`src/hw/rtl/tgc_pkg.sv`:
```
`timescale 1ns / 1ps
`default_nettype none

package tgc_pkg;

  // Screen defaults
  localparam int SCREEN_WIDTH_DEF  = 320;
  localparam int SCREEN_HEIGHT_DEF = 240;

  // Field widths
  localparam int CNT_IN_W = 4;
  localparam int RAW_W    = 12;
  localparam int TIME_W   = 32;
  localparam int CAL_W    = 16;
  localparam int COORD_W  = 9;
  localparam int GEST_W   = 3;
  localparam int THR_W    = 8;
  localparam int LP_W     = 16;
  localparam int CFG_AW   = 3;
  localparam int CFG_DW   = 16;

  // Mapping datapath widths
  localparam int DIFF_W = CAL_W + 2;      // raw minus signed calibration point
  localparam int SPAN_W = CAL_W + 1;      // signed calibration span
  localparam int DEN_W  = CAL_W;          // span magnitude
  localparam int NUM_W  = CAL_W + COORD_W; // product magnitude, also quotient width

  // Motion glitch limit in pixels
  localparam int GLITCH_PX = 100;

  // Register indexes
  localparam logic [CFG_AW-1:0] REG_SWAP_AXES   = 3'd0;
  localparam logic [CFG_AW-1:0] REG_X_LEFT      = 3'd1;
  localparam logic [CFG_AW-1:0] REG_X_RIGHT     = 3'd2;
  localparam logic [CFG_AW-1:0] REG_Y_TOP       = 3'd3;
  localparam logic [CFG_AW-1:0] REG_Y_BOTTOM    = 3'd4;
  localparam logic [CFG_AW-1:0] REG_RAW_TAP     = 3'd5;
  localparam logic [CFG_AW-1:0] REG_DRAG_THR    = 3'd6;
  localparam logic [CFG_AW-1:0] REG_LONG_PRESS  = 3'd7;

  // Register reset values
  localparam logic [CAL_W-1:0] RAW_FAR_RST = 16'd4095;
  localparam logic [THR_W-1:0] DRAG_THR_RST = 8'd44;
  localparam logic [LP_W-1:0]  LONG_PRESS_RST = 16'd500;

  // Gesture codes
  localparam logic [GEST_W-1:0] GEST_NONE       = 3'd0;
  localparam logic [GEST_W-1:0] GEST_TAP        = 3'd1;
  localparam logic [GEST_W-1:0] GEST_DRAG_UP    = 3'd2;
  localparam logic [GEST_W-1:0] GEST_DRAG_DOWN  = 3'd3;
  localparam logic [GEST_W-1:0] GEST_LONG_PRESS = 3'd4;

  // Controller to datapath commands
  typedef struct packed {
    logic capture;  // latch the accepted request
    logic load;     // multiply and load the dividers
    logic step;     // one division step
    logic commit;   // update touch state and load the result register
  } cmd_t;

endpackage

`default_nettype wire

```
`src/hw/rtl/tgc_axis.sv`:
```
`timescale 1ns / 1ps
`default_nettype none

module tgc_axis #(
  parameter int SIZE = tgc_pkg::SCREEN_WIDTH_DEF
) (
  input  wire                                 clk,
  input  wire                                 load,
  input  wire                                 step,
  input  wire        [tgc_pkg::RAW_W-1:0]     raw,
  input  wire signed [tgc_pkg::CAL_W-1:0]     r0,
  input  wire signed [tgc_pkg::CAL_W-1:0]     r1,
  output logic       [tgc_pkg::COORD_W-1:0]   coord
);

  localparam int NUM_W = tgc_pkg::NUM_W;
  localparam int DEN_W = tgc_pkg::DEN_W;
  localparam logic [tgc_pkg::COORD_W-1:0] SIZE_M1 = tgc_pkg::COORD_W'(SIZE - 1);
  localparam logic [NUM_W-1:0] SIZE_Q = NUM_W'(SIZE);

  logic signed [tgc_pkg::DIFF_W-1:0] diff;
  logic signed [tgc_pkg::SPAN_W-1:0] span;
  logic signed [tgc_pkg::SPAN_W-1:0] span_fix;
  logic        [tgc_pkg::DIFF_W-1:0] diff_abs;
  logic        [tgc_pkg::SPAN_W-1:0] span_abs;
  logic        [NUM_W-1:0]           prod;

  logic             neg_r;
  logic [DEN_W-1:0] den_r;
  logic [DEN_W-1:0] rem_r, rem_nxt;
  logic [NUM_W-1:0] quo_r, quo_nxt;
  logic [DEN_W:0]   rem_sh;

  // Operand prep: signed offset and span, magnitudes, one multiply
  always_comb begin
    diff = $signed({{(tgc_pkg::DIFF_W - tgc_pkg::RAW_W){1'b0}}, raw})
           - tgc_pkg::DIFF_W'(r0);
    span = tgc_pkg::SPAN_W'(r1) - tgc_pkg::SPAN_W'(r0);
    span_fix = (span == '0) ? tgc_pkg::SPAN_W'(1) : span;
    diff_abs = diff[tgc_pkg::DIFF_W-1] ? tgc_pkg::DIFF_W'(-diff) : diff;
    span_abs = span_fix[tgc_pkg::SPAN_W-1] ? tgc_pkg::SPAN_W'(-span_fix) : span_fix;
    prod = NUM_W'(diff_abs[DEN_W-1:0]) * NUM_W'(SIZE_M1);
  end

  // Restoring division step
  always_comb begin
    rem_sh = {rem_r, quo_r[NUM_W-1]};
    if (rem_sh >= {1'b0, den_r}) begin
      rem_nxt = DEN_W'(rem_sh - {1'b0, den_r});
      quo_nxt = {quo_r[NUM_W-2:0], 1'b1};
    end else begin
      rem_nxt = rem_sh[DEN_W-1:0];
      quo_nxt = {quo_r[NUM_W-2:0], 1'b0};
    end
  end

  always_ff @(posedge clk) begin
    if (load) begin
      neg_r <= diff[tgc_pkg::DIFF_W-1] ^ span_fix[tgc_pkg::SPAN_W-1];
      den_r <= span_abs[DEN_W-1:0];
      rem_r <= '0;
      quo_r <= prod;
    end else if (step) begin
      rem_r <= rem_nxt;
      quo_r <= quo_nxt;
    end
  end

  // Clamp: a negative quotient goes to zero, an overflow to the last pixel
  always_comb begin
    if (neg_r) begin
      coord = '0;
    end else if (quo_r >= SIZE_Q) begin
      coord = SIZE_M1;
    end else begin
      coord = quo_r[tgc_pkg::COORD_W-1:0];
    end
  end

endmodule

`default_nettype wire

```
`src/hw/rtl/tgc_datapath.sv`:
```
`timescale 1ns / 1ps
`default_nettype none

module tgc_datapath #(
  parameter int SCREEN_WIDTH  = tgc_pkg::SCREEN_WIDTH_DEF,
  parameter int SCREEN_HEIGHT = tgc_pkg::SCREEN_HEIGHT_DEF
) (
  input  wire                                clk,
  input  wire                                rst_n,
  input  wire  tgc_pkg::cmd_t                cmd,
  input  wire                                cfg_wr_en,
  input  wire  [tgc_pkg::CFG_AW-1:0]         cfg_addr,
  input  wire  [tgc_pkg::CFG_DW-1:0]         cfg_wdata,
  input  wire  [tgc_pkg::CNT_IN_W-1:0]       in_point_count,
  input  wire  [tgc_pkg::RAW_W-1:0]          in_raw_x,
  input  wire  [tgc_pkg::RAW_W-1:0]          in_raw_y,
  input  wire  [tgc_pkg::TIME_W-1:0]         in_now_ms,
  output logic [tgc_pkg::GEST_W-1:0]         out_gesture,
  output logic [tgc_pkg::COORD_W-1:0]        out_x,
  output logic [tgc_pkg::COORD_W-1:0]        out_y
);

  localparam int CW = tgc_pkg::COORD_W;
  localparam int DW = tgc_pkg::COORD_W + 1;

  // Configuration registers
  logic                       swap_r;
  logic [tgc_pkg::CAL_W-1:0]  x_left_r, x_right_r, y_top_r, y_bottom_r;
  logic                       raw_tap_r;
  logic [tgc_pkg::THR_W-1:0]  thr_r;
  logic [tgc_pkg::LP_W-1:0]   long_ms_r;

  // Captured request
  logic [tgc_pkg::CNT_IN_W-1:0] cnt_r;
  logic [tgc_pkg::RAW_W-1:0]    rx_r, ry_r;
  logic [tgc_pkg::TIME_W-1:0]   now_r;

  // Touch state
  logic                       finger_down_r, finger_down_nxt;
  logic                       lp_sent_r, lp_sent_nxt;
  logic [tgc_pkg::TIME_W-1:0] start_r, start_nxt;
  logic [CW-1:0]              down_x_r, down_x_nxt, down_y_r, down_y_nxt;
  logic [CW-1:0]              last_x_r, last_x_nxt, last_y_r, last_y_nxt;

  // Result register
  logic [tgc_pkg::GEST_W-1:0] gest_r, gest_nxt;
  logic [CW-1:0]              ox_r, ox_nxt, oy_r, oy_nxt;

  logic [tgc_pkg::RAW_W-1:0] ax, ay;
  logic [CW-1:0]             sx, sy;
  logic                      finger, new_press, lp_base, glitch_ok, still, lp_fire;
  logic [DW-1:0]             mv_x, mv_y, tr_x, tr_y, rel_dx, rel_dy;
  logic [tgc_pkg::TIME_W-1:0] held;

  function automatic logic [tgc_pkg::COORD_W:0] abs_d(input logic [tgc_pkg::COORD_W:0] v);
    abs_d = v[tgc_pkg::COORD_W] ? (tgc_pkg::COORD_W + 1)'(-v) : v;
  endfunction

  function automatic logic [tgc_pkg::COORD_W:0] sub_d(input logic [tgc_pkg::COORD_W-1:0] a,
                                                      input logic [tgc_pkg::COORD_W-1:0] b);
    sub_d = {1'b0, a} - {1'b0, b};
  endfunction

  // Configuration writes
  always_ff @(posedge clk) begin
    if (!rst_n) begin
      swap_r     <= 1'b0;
      x_left_r   <= '0;
      x_right_r  <= tgc_pkg::RAW_FAR_RST;
      y_top_r    <= '0;
      y_bottom_r <= tgc_pkg::RAW_FAR_RST;
      raw_tap_r  <= 1'b0;
      thr_r      <= tgc_pkg::DRAG_THR_RST;
      long_ms_r  <= tgc_pkg::LONG_PRESS_RST;
    end else if (cfg_wr_en) begin
      case (cfg_addr)
        tgc_pkg::REG_SWAP_AXES:  swap_r     <= cfg_wdata[0];
        tgc_pkg::REG_X_LEFT:     x_left_r   <= cfg_wdata;
        tgc_pkg::REG_X_RIGHT:    x_right_r  <= cfg_wdata;
        tgc_pkg::REG_Y_TOP:      y_top_r    <= cfg_wdata;
        tgc_pkg::REG_Y_BOTTOM:   y_bottom_r <= cfg_wdata;
        tgc_pkg::REG_RAW_TAP:    raw_tap_r  <= cfg_wdata[0];
        tgc_pkg::REG_DRAG_THR:   thr_r      <= cfg_wdata[tgc_pkg::THR_W-1:0];
        tgc_pkg::REG_LONG_PRESS: long_ms_r  <= cfg_wdata[tgc_pkg::LP_W-1:0];
        default: ;
      endcase
    end
  end

  // Hold the accepted request
  always_ff @(posedge clk) begin
    if (cmd.capture) begin
      cnt_r <= in_point_count;
      rx_r  <= in_raw_x;
      ry_r  <= in_raw_y;
      now_r <= in_now_ms;
    end
  end

  assign ax = swap_r ? ry_r : rx_r;
  assign ay = swap_r ? rx_r : ry_r;

  tgc_axis #(.SIZE(SCREEN_WIDTH)) u_axis_x (
    .clk   (clk),
    .load  (cmd.load),
    .step  (cmd.step),
    .raw   (ax),
    .r0    (x_left_r),
    .r1    (x_right_r),
    .coord (sx)
  );

  tgc_axis #(.SIZE(SCREEN_HEIGHT)) u_axis_y (
    .clk   (clk),
    .load  (cmd.load),
    .step  (cmd.step),
    .raw   (ay),
    .r0    (y_top_r),
    .r1    (y_bottom_r),
    .coord (sy)
  );

  // Track the press and classify
  always_comb begin
    finger    = (cnt_r == tgc_pkg::CNT_IN_W'(1)) || (cnt_r == tgc_pkg::CNT_IN_W'(2));
    new_press = finger && !finger_down_r;

    mv_x = abs_d(sub_d(sx, last_x_r));
    mv_y = abs_d(sub_d(sy, last_y_r));
    glitch_ok = (mv_x < DW'(tgc_pkg::GLITCH_PX)) && (mv_y < DW'(tgc_pkg::GLITCH_PX));

    start_nxt  = new_press ? now_r : start_r;
    lp_base    = new_press ? 1'b0 : lp_sent_r;
    down_x_nxt = new_press ? sx : down_x_r;
    down_y_nxt = new_press ? sy : down_y_r;
    if (new_press || (finger && glitch_ok)) begin
      last_x_nxt = sx;
      last_y_nxt = sy;
    end else begin
      last_x_nxt = last_x_r;
      last_y_nxt = last_y_r;
    end

    tr_x  = abs_d(sub_d(last_x_nxt, down_x_nxt));
    tr_y  = abs_d(sub_d(last_y_nxt, down_y_nxt));
    still = (tr_x <= DW'(thr_r)) && (tr_y <= DW'(thr_r));
    held  = now_r - start_nxt;
    lp_fire = finger && !raw_tap_r && !lp_base && still &&
              (held >= tgc_pkg::TIME_W'(long_ms_r));

    finger_down_nxt = finger;
    lp_sent_nxt     = lp_fire ? 1'b1 : lp_base;

    // Release classification uses the stored press
    rel_dx = sub_d(last_x_r, down_x_r);
    rel_dy = sub_d(last_y_r, down_y_r);

    gest_nxt = tgc_pkg::GEST_NONE;
    ox_nxt   = '0;
    oy_nxt   = '0;
    if (finger) begin
      if (lp_fire) begin
        gest_nxt = tgc_pkg::GEST_LONG_PRESS;
        ox_nxt   = down_x_nxt;
        oy_nxt   = down_y_nxt;
      end
    end else if (finger_down_r && !lp_sent_r) begin
      if (raw_tap_r) begin
        gest_nxt = tgc_pkg::GEST_TAP;
        ox_nxt   = down_x_r;
        oy_nxt   = down_y_r;
      end else if ((abs_d(rel_dy) > DW'(thr_r)) && (abs_d(rel_dy) >= abs_d(rel_dx))) begin
        gest_nxt = rel_dy[DW-1] ? tgc_pkg::GEST_DRAG_UP : tgc_pkg::GEST_DRAG_DOWN;
        ox_nxt   = last_x_r;
        oy_nxt   = last_y_r;
      end else begin
        gest_nxt = tgc_pkg::GEST_TAP;
        ox_nxt   = down_x_r;
        oy_nxt   = down_y_r;
      end
    end
  end

  // Touch flags
  always_ff @(posedge clk) begin
    if (!rst_n) begin
      finger_down_r <= 1'b0;
      lp_sent_r     <= 1'b0;
    end else if (cmd.commit) begin
      finger_down_r <= finger_down_nxt;
      lp_sent_r     <= lp_sent_nxt;
    end
  end

  // Press points and result payload
  always_ff @(posedge clk) begin
    if (cmd.commit) begin
      start_r  <= start_nxt;
      down_x_r <= down_x_nxt;
      down_y_r <= down_y_nxt;
      last_x_r <= last_x_nxt;
      last_y_r <= last_y_nxt;
      gest_r   <= gest_nxt;
      ox_r     <= ox_nxt;
      oy_r     <= oy_nxt;
    end
  end

  assign out_gesture = gest_r;
  assign out_x       = ox_r;
  assign out_y       = oy_r;

endmodule

`default_nettype wire

```
`src/hw/rtl/tgc_ctrl.sv`:
```
`timescale 1ns / 1ps
`default_nettype none

module tgc_ctrl (
  input  wire            clk,
  input  wire            rst_n,
  input  wire            in_valid,
  output logic           in_stall,
  output logic           out_valid,
  input  wire            out_stall,
  output tgc_pkg::cmd_t  cmd
);

  localparam int CNT_W = $clog2(tgc_pkg::NUM_W);
  localparam logic [CNT_W-1:0] LAST_STEP = CNT_W'(tgc_pkg::NUM_W - 1);

  localparam logic [1:0] ST_IDLE = 2'd0;
  localparam logic [1:0] ST_MUL  = 2'd1;
  localparam logic [1:0] ST_DIV  = 2'd2;
  localparam logic [1:0] ST_FIN  = 2'd3;

  logic [1:0]       state_r, state_nxt;
  logic [CNT_W-1:0] cnt_r, cnt_nxt;
  logic             out_valid_r, out_valid_nxt;
  logic             slot_free;

  assign slot_free = !out_valid_r || !out_stall;

  // Sequence one request: capture, multiply, divide, commit
  always_comb begin
    state_nxt     = state_r;
    cnt_nxt       = cnt_r;
    out_valid_nxt = out_valid_r && out_stall;
    cmd           = '0;
    case (state_r)
      ST_IDLE: begin
        if (in_valid) begin
          cmd.capture = 1'b1;
          state_nxt   = ST_MUL;
        end
      end
      ST_MUL: begin
        cmd.load  = 1'b1;
        cnt_nxt   = '0;
        state_nxt = ST_DIV;
      end
      ST_DIV: begin
        cmd.step = 1'b1;
        cnt_nxt  = cnt_r + CNT_W'(1);
        if (cnt_r == LAST_STEP) begin
          state_nxt = ST_FIN;
        end
      end
      ST_FIN: begin
        if (slot_free) begin
          cmd.commit    = 1'b1;
          out_valid_nxt = 1'b1;
          state_nxt     = ST_IDLE;
        end
      end
      default: state_nxt = ST_IDLE;
    endcase
  end

  always_ff @(posedge clk) begin
    if (!rst_n) begin
      state_r     <= ST_IDLE;
      cnt_r       <= '0;
      out_valid_r <= 1'b0;
    end else begin
      state_r     <= state_nxt;
      cnt_r       <= cnt_nxt;
      out_valid_r <= out_valid_nxt;
    end
  end

  assign in_stall  = (state_r != ST_IDLE);
  assign out_valid = out_valid_r;

endmodule

`default_nettype wire

```
`src/hw/rtl/touch_gesture_classifier.sv`:
```
// Each accepted request runs through the capture, multiply, divide and commit
// states; a new request is taken only once the last has committed. Both axes
// use an iterative divider in parallel, one quotient bit per cycle, 25 bits.
// The output register frees the next request while a result waits to be taken.
// Reset (rst_n, synchronous, active low) clears the controller, the touch flags
// and restores the configuration registers to their defaults.
`timescale 1ns / 1ps
`default_nettype none

module touch_gesture_classifier #(
  parameter int SCREEN_WIDTH  = tgc_pkg::SCREEN_WIDTH_DEF,
  parameter int SCREEN_HEIGHT = tgc_pkg::SCREEN_HEIGHT_DEF
) (
  input  wire                                clk,
  input  wire                                rst_n,
  input  wire                                cfg_wr_en,
  input  wire  [tgc_pkg::CFG_AW-1:0]         cfg_addr,
  input  wire  [tgc_pkg::CFG_DW-1:0]         cfg_wdata,
  input  wire                                in_valid,
  output logic                               in_stall,
  input  wire  [tgc_pkg::CNT_IN_W-1:0]       in_point_count,
  input  wire  [tgc_pkg::RAW_W-1:0]          in_raw_x,
  input  wire  [tgc_pkg::RAW_W-1:0]          in_raw_y,
  input  wire  [tgc_pkg::TIME_W-1:0]         in_now_ms,
  output logic                               out_valid,
  input  wire                                out_stall,
  output logic [tgc_pkg::GEST_W-1:0]         out_gesture,
  output logic [tgc_pkg::COORD_W-1:0]        out_x,
  output logic [tgc_pkg::COORD_W-1:0]        out_y
);

  tgc_pkg::cmd_t cmd;

  tgc_ctrl u_ctrl (
    .clk       (clk),
    .rst_n     (rst_n),
    .in_valid  (in_valid),
    .in_stall  (in_stall),
    .out_valid (out_valid),
    .out_stall (out_stall),
    .cmd       (cmd)
  );

  tgc_datapath #(
    .SCREEN_WIDTH  (SCREEN_WIDTH),
    .SCREEN_HEIGHT (SCREEN_HEIGHT)
  ) u_datapath (
    .clk            (clk),
    .rst_n          (rst_n),
    .cmd            (cmd),
    .cfg_wr_en      (cfg_wr_en),
    .cfg_addr       (cfg_addr),
    .cfg_wdata      (cfg_wdata),
    .in_point_count (in_point_count),
    .in_raw_x       (in_raw_x),
    .in_raw_y       (in_raw_y),
    .in_now_ms      (in_now_ms),
    .out_gesture    (out_gesture),
    .out_x          (out_x),
    .out_y          (out_y)
  );

endmodule

`default_nettype wire

```
`config.mk`:
```
export PLATFORM = sky130hd
export DESIGN_NAME = touch_gesture_classifier
export DESIGN_NICKNAME = d
export VERILOG_FILES = /design/src/hw/rtl/tgc_pkg.sv /design/src/hw/rtl/tgc_axis.sv /design/src/hw/rtl/tgc_datapath.sv /design/src/hw/rtl/tgc_ctrl.sv /design/src/hw/rtl/touch_gesture_classifier.sv
export SDC_FILE = /design/constraint.sdc
export NUM_CORES = 2
export LEC_CHECK = 0
export ABC_AREA = 1
export BUFFER_PORTS_ARGS = -buffer_cell sky130_fd_sc_hd__buf_2
export CAP_MARGIN = 10
export CORE_AREA = 2 2 275 277
export DETAILED_ROUTE_END_ITERATION = 16
export DIE_AREA = 0 0 277 279
export GPL_ROUTABILITY_DRIVEN = 0
export SLEW_MARGIN = 20
export SYNTH_ARGS = -nofsm -noshare
export SYNTH_HDL_FRONTEND = slang
export SYNTH_SLANG_ARGS = --single-unit
export TNS_END_PERCENT = 1
```
`constraint.sdc`:
```
create_clock -name clk -period 21.5 [get_ports clk]
set_input_delay 3.225 -clock clk [delete_from_list [all_inputs] [get_ports clk]]
set_output_delay 3.225 -clock clk [all_outputs]
set_load 0.05 [all_outputs]
```
==> results_dict.tcl <==
set metrics [dict create \
    initial_core_util_pct 42.69 \
    route.vias.total 25110 \
    nets 4593 \
    rsz0062_at_grt "no" \
    critPathRequiredTime_ps 21930 \
    clk_path_buf_depth 3 \
    status "complete, no violations" \
    coreArea_mm2 0.07407 \
    grt_overflow_total 0 \
    synth_area_mm2 0.03162 \
    synth.mux.area_fraction_pct 0.03166 \
    syn_nets 4503 \
    synthXorXnorAreaFrac_pct 6.537 \
    hold_path.class "flip-flop to flip-flop" \
    drv_cap 0 \
    cts_hold_buf 0 \
    antenna_found_initial 0 \
    area_growth_pct 9.668 \
    critPathArrivalTime_ps 9550 \
    cts_buffers 43 \
    critPathMaxStageDelay_ps 590 \
    num_antenna_cells 0 \
    r2r-end "u_datapath.out_y[0]" \
    synthAdderAreaFrac_pct 22.33 \
    synthCells 3937 \
    fillers 7432 \
    fin_crit_ps 9114 \
    slew_violations 0 \
    cp_slowest_cell "o21ai_0" \
    ys_async_sr_fraction_pct 0 \
    synth-main-ff-cell "edfxtp_1" \
    wl_mm 77.28 \
    htreeDepth 2 \
    critPathLaunchType "flip-flop" \
    synth.distinct_cells 62 \
    grt_pass1_vias 24370 \
    fp-row-count 100 \
    r2r_cells 49 \
    holdPathStages 2 \
    min_to "u_datapath.long_ms_r[1]" \
    fmax_mhz 109.7 \
    synth_area_per_cell_um2 8.031 \
    die_w_um 277 \
    grt_pass1_wl_mm 125.7 \
    cp-end-kind "flip-flop" \
    r2r_start "u_datapath.u_axis_y.quo_r[14]" \
    grt_use_total_pct 19.93 \
    min_period_over_period_pct 42.39 \
    firstDrtPassIters 7 \
    setup_viol 0 \
    place_hpwl_mm 60.52 \
    antenna_left 0 \
    synth_edf_count 232 \
    yosysSeqAreaShare_pct 30.46 \
    cts.reportedPaths.clkPinSlew_ps 60 \
    io_buffers 106 \
    cts_tree "done" \
    drive_gt1_share_pct 7.533 \
    die-area_mm2 0.07728 \
    synth_compound_area_share_pct 13.19 \
    finalSetupTns_ps 0 \
    max_slew.worst_pin.slew_ps 1022 \
    synth-simple-area-share_pct 18.00 \
    cts_setup_buffers 0 \
    layout_common_cells "690 x inv_1, 665 x nand2_1, 343 x ha_1, 339 x a21oi_1, 293 x o21ai_0" \
    drc_errors 0 \
    initialDrtViolationCount 1575 \
    final_common_cell "inv_1" \
    path_class "flip-flop to flip-flop" \
    ctsResizeCount 0 \
    holdCritStartpoint "u_datapath.long_ms_r[1]" \
    hold_violations 0 \
    maxSlewHeadroom_pct 31.68 \
    io-pin-count 107 \
    avgViaCountPerCell 4.991 \
    synth_top_family_by_area "adder cells" \
    die_h_um 279 \
    ys_warn_count 0 \
    root_buffer "clkbuf_16" \
    r2r_slack_ps 12390 \
    skew_ps 18.06 \
    ys_seq_elements 365 \
    grt_start_max_net_pins 88 \
    multi_input_area_mm2 0.01903 \
    clock_latency_ps 590 \
    post_drt_wl_per_cell_um 15.36 \
    numClockSinks 365 \
    crit_fanout 30 \
    seqCellArea_mm2 0.009629 \
]
==> final cells by class <==
class | instances | share of cell area, %
clock buffer | 54 | 3.432
timing repair buffer | 125 | 1.941
clock inverter | 26 | 0.8083
multi-input combinational | 2785 | 54.88
sequential | 365 | 27.77
tap | 969 | 3.497
inverter | 707 | 7.671
==> metrics by stage <==
step           cells  cell area (µm²)  hold WS, ps  setup WS (ps)  util [%]
3_5_place_dp    4951            33200        450.3          12450     44.83
3_3_place_gp    4951            33200        442.3          12580     44.83
4_1_cts         5031            34670        465.7          12370     46.81
2_1_floorplan   3937            31620        432.9          13610         -
6_report        5031            34670        463.6          12390     46.81
5_1_grt         5031            34670        487.3          11480     46.81
==> cells by family after synthesis <==
family / after synthesis
AO/OA/AOI/OAI: 770
other: 1
multiplexers: 1
XOR/XNOR: 236
flip-flops: 365
adder cells (fa/ha/maj): 482
buffers and inverters: 787
AND/OR/NAND/NOR: 1295
==> how the worst max path moves through the flow <==
stage,startpoint,end,depth (start not counted)
after floorplan,u_datapath.swap_r,u_datapath.u_axis_x.quo_r[22],45
after global placement,u_datapath.u_axis_y.quo_r[14],u_datapath.out_y[0],49
after detailed placement,u_datapath.u_axis_y.quo_r[14],u_datapath.out_y[0],48
after CTS,u_datapath.u_axis_y.quo_r[14],u_datapath.out_y[0],49
after global routing,u_datapath.u_axis_y.quo_r[14],u_datapath.out_y[0],49
final,u_datapath.u_axis_y.quo_r[14],u_datapath.out_y[0],49
==> state kept, by name (all words and copies together), names as in the netlist, 12 cells and up <==
signal                     flops
u_datapath.y_top_r            16
u_datapath.now_r              32
u_datapath.x_left_r           16
u_datapath.rx_r               12
u_datapath.long_ms_r          16
u_datapath.u_axis_x.rem_r     16
u_datapath.u_axis_x.quo_r     25
u_datapath.ry_r               12
u_datapath.start_r            32
u_datapath.u_axis_y.rem_r     16
u_datapath.y_bottom_r         16
u_datapath.u_axis_x.den_r     16
u_datapath.u_axis_y.quo_r     25
u_datapath.x_right_r          16
u_datapath.u_axis_y.den_r     16
==> synthesized netlist by cell type, drive strengths merged (10+ instances only) <==
cell type | n | share of area (%)
a21oi | 343 | 5.5
a31oi | 15 | 0.30
buf | 12 | 0.23
clkbuf | 68 | 0.82
dfxtp | 133 | 8.4
edfxtp | 232 | 22
fa | 137 | 8.7
ha | 345 | 14
inv | 704 | 8.4
nand2 | 678 | 8.2
nand3 | 192 | 3.2
nand3b | 35 | 0.83
nand4 | 37 | 0.75
nor2 | 243 | 3.0
nor3 | 48 | 0.78
nor4 | 13 | 0.32
o211ai | 13 | 0.31
o21ai | 325 | 5.3
o21bai | 30 | 0.71
o31ai | 10 | 0.24
or2 | 43 | 0.86
xnor2 | 69 | 1.9
xor2 | 167 | 4.6
==> per-layer routing <==
metal	vias up	GRT usage (%)	part of all wire, %
met3	83	2.368	4.0
met2	419	32.86	45
li1	13110	-	-
met1	11500	28.01	49
met5	-	0	0
met4	0	4.445	1.9
==> critical path: cells and delay by family (launching register included) <==
| family | cells | cell delay [ps] |
|---|---|---|
| AND/OR/NAND/NOR | 23 | 3350 |
| buffers and inverters | 6 | 610 |
| XOR/XNOR | 1 | 160 |
| adder cells (fa/ha/maj) | 4 | 1230 |
| AO/OA/AOI/OAI | 15 | 3220 |
| flip-flops | 1 | 380 |
Power is not shown: default switching activity piles up to over one toggle a cycle in this logic, so the estimate is an artifact.
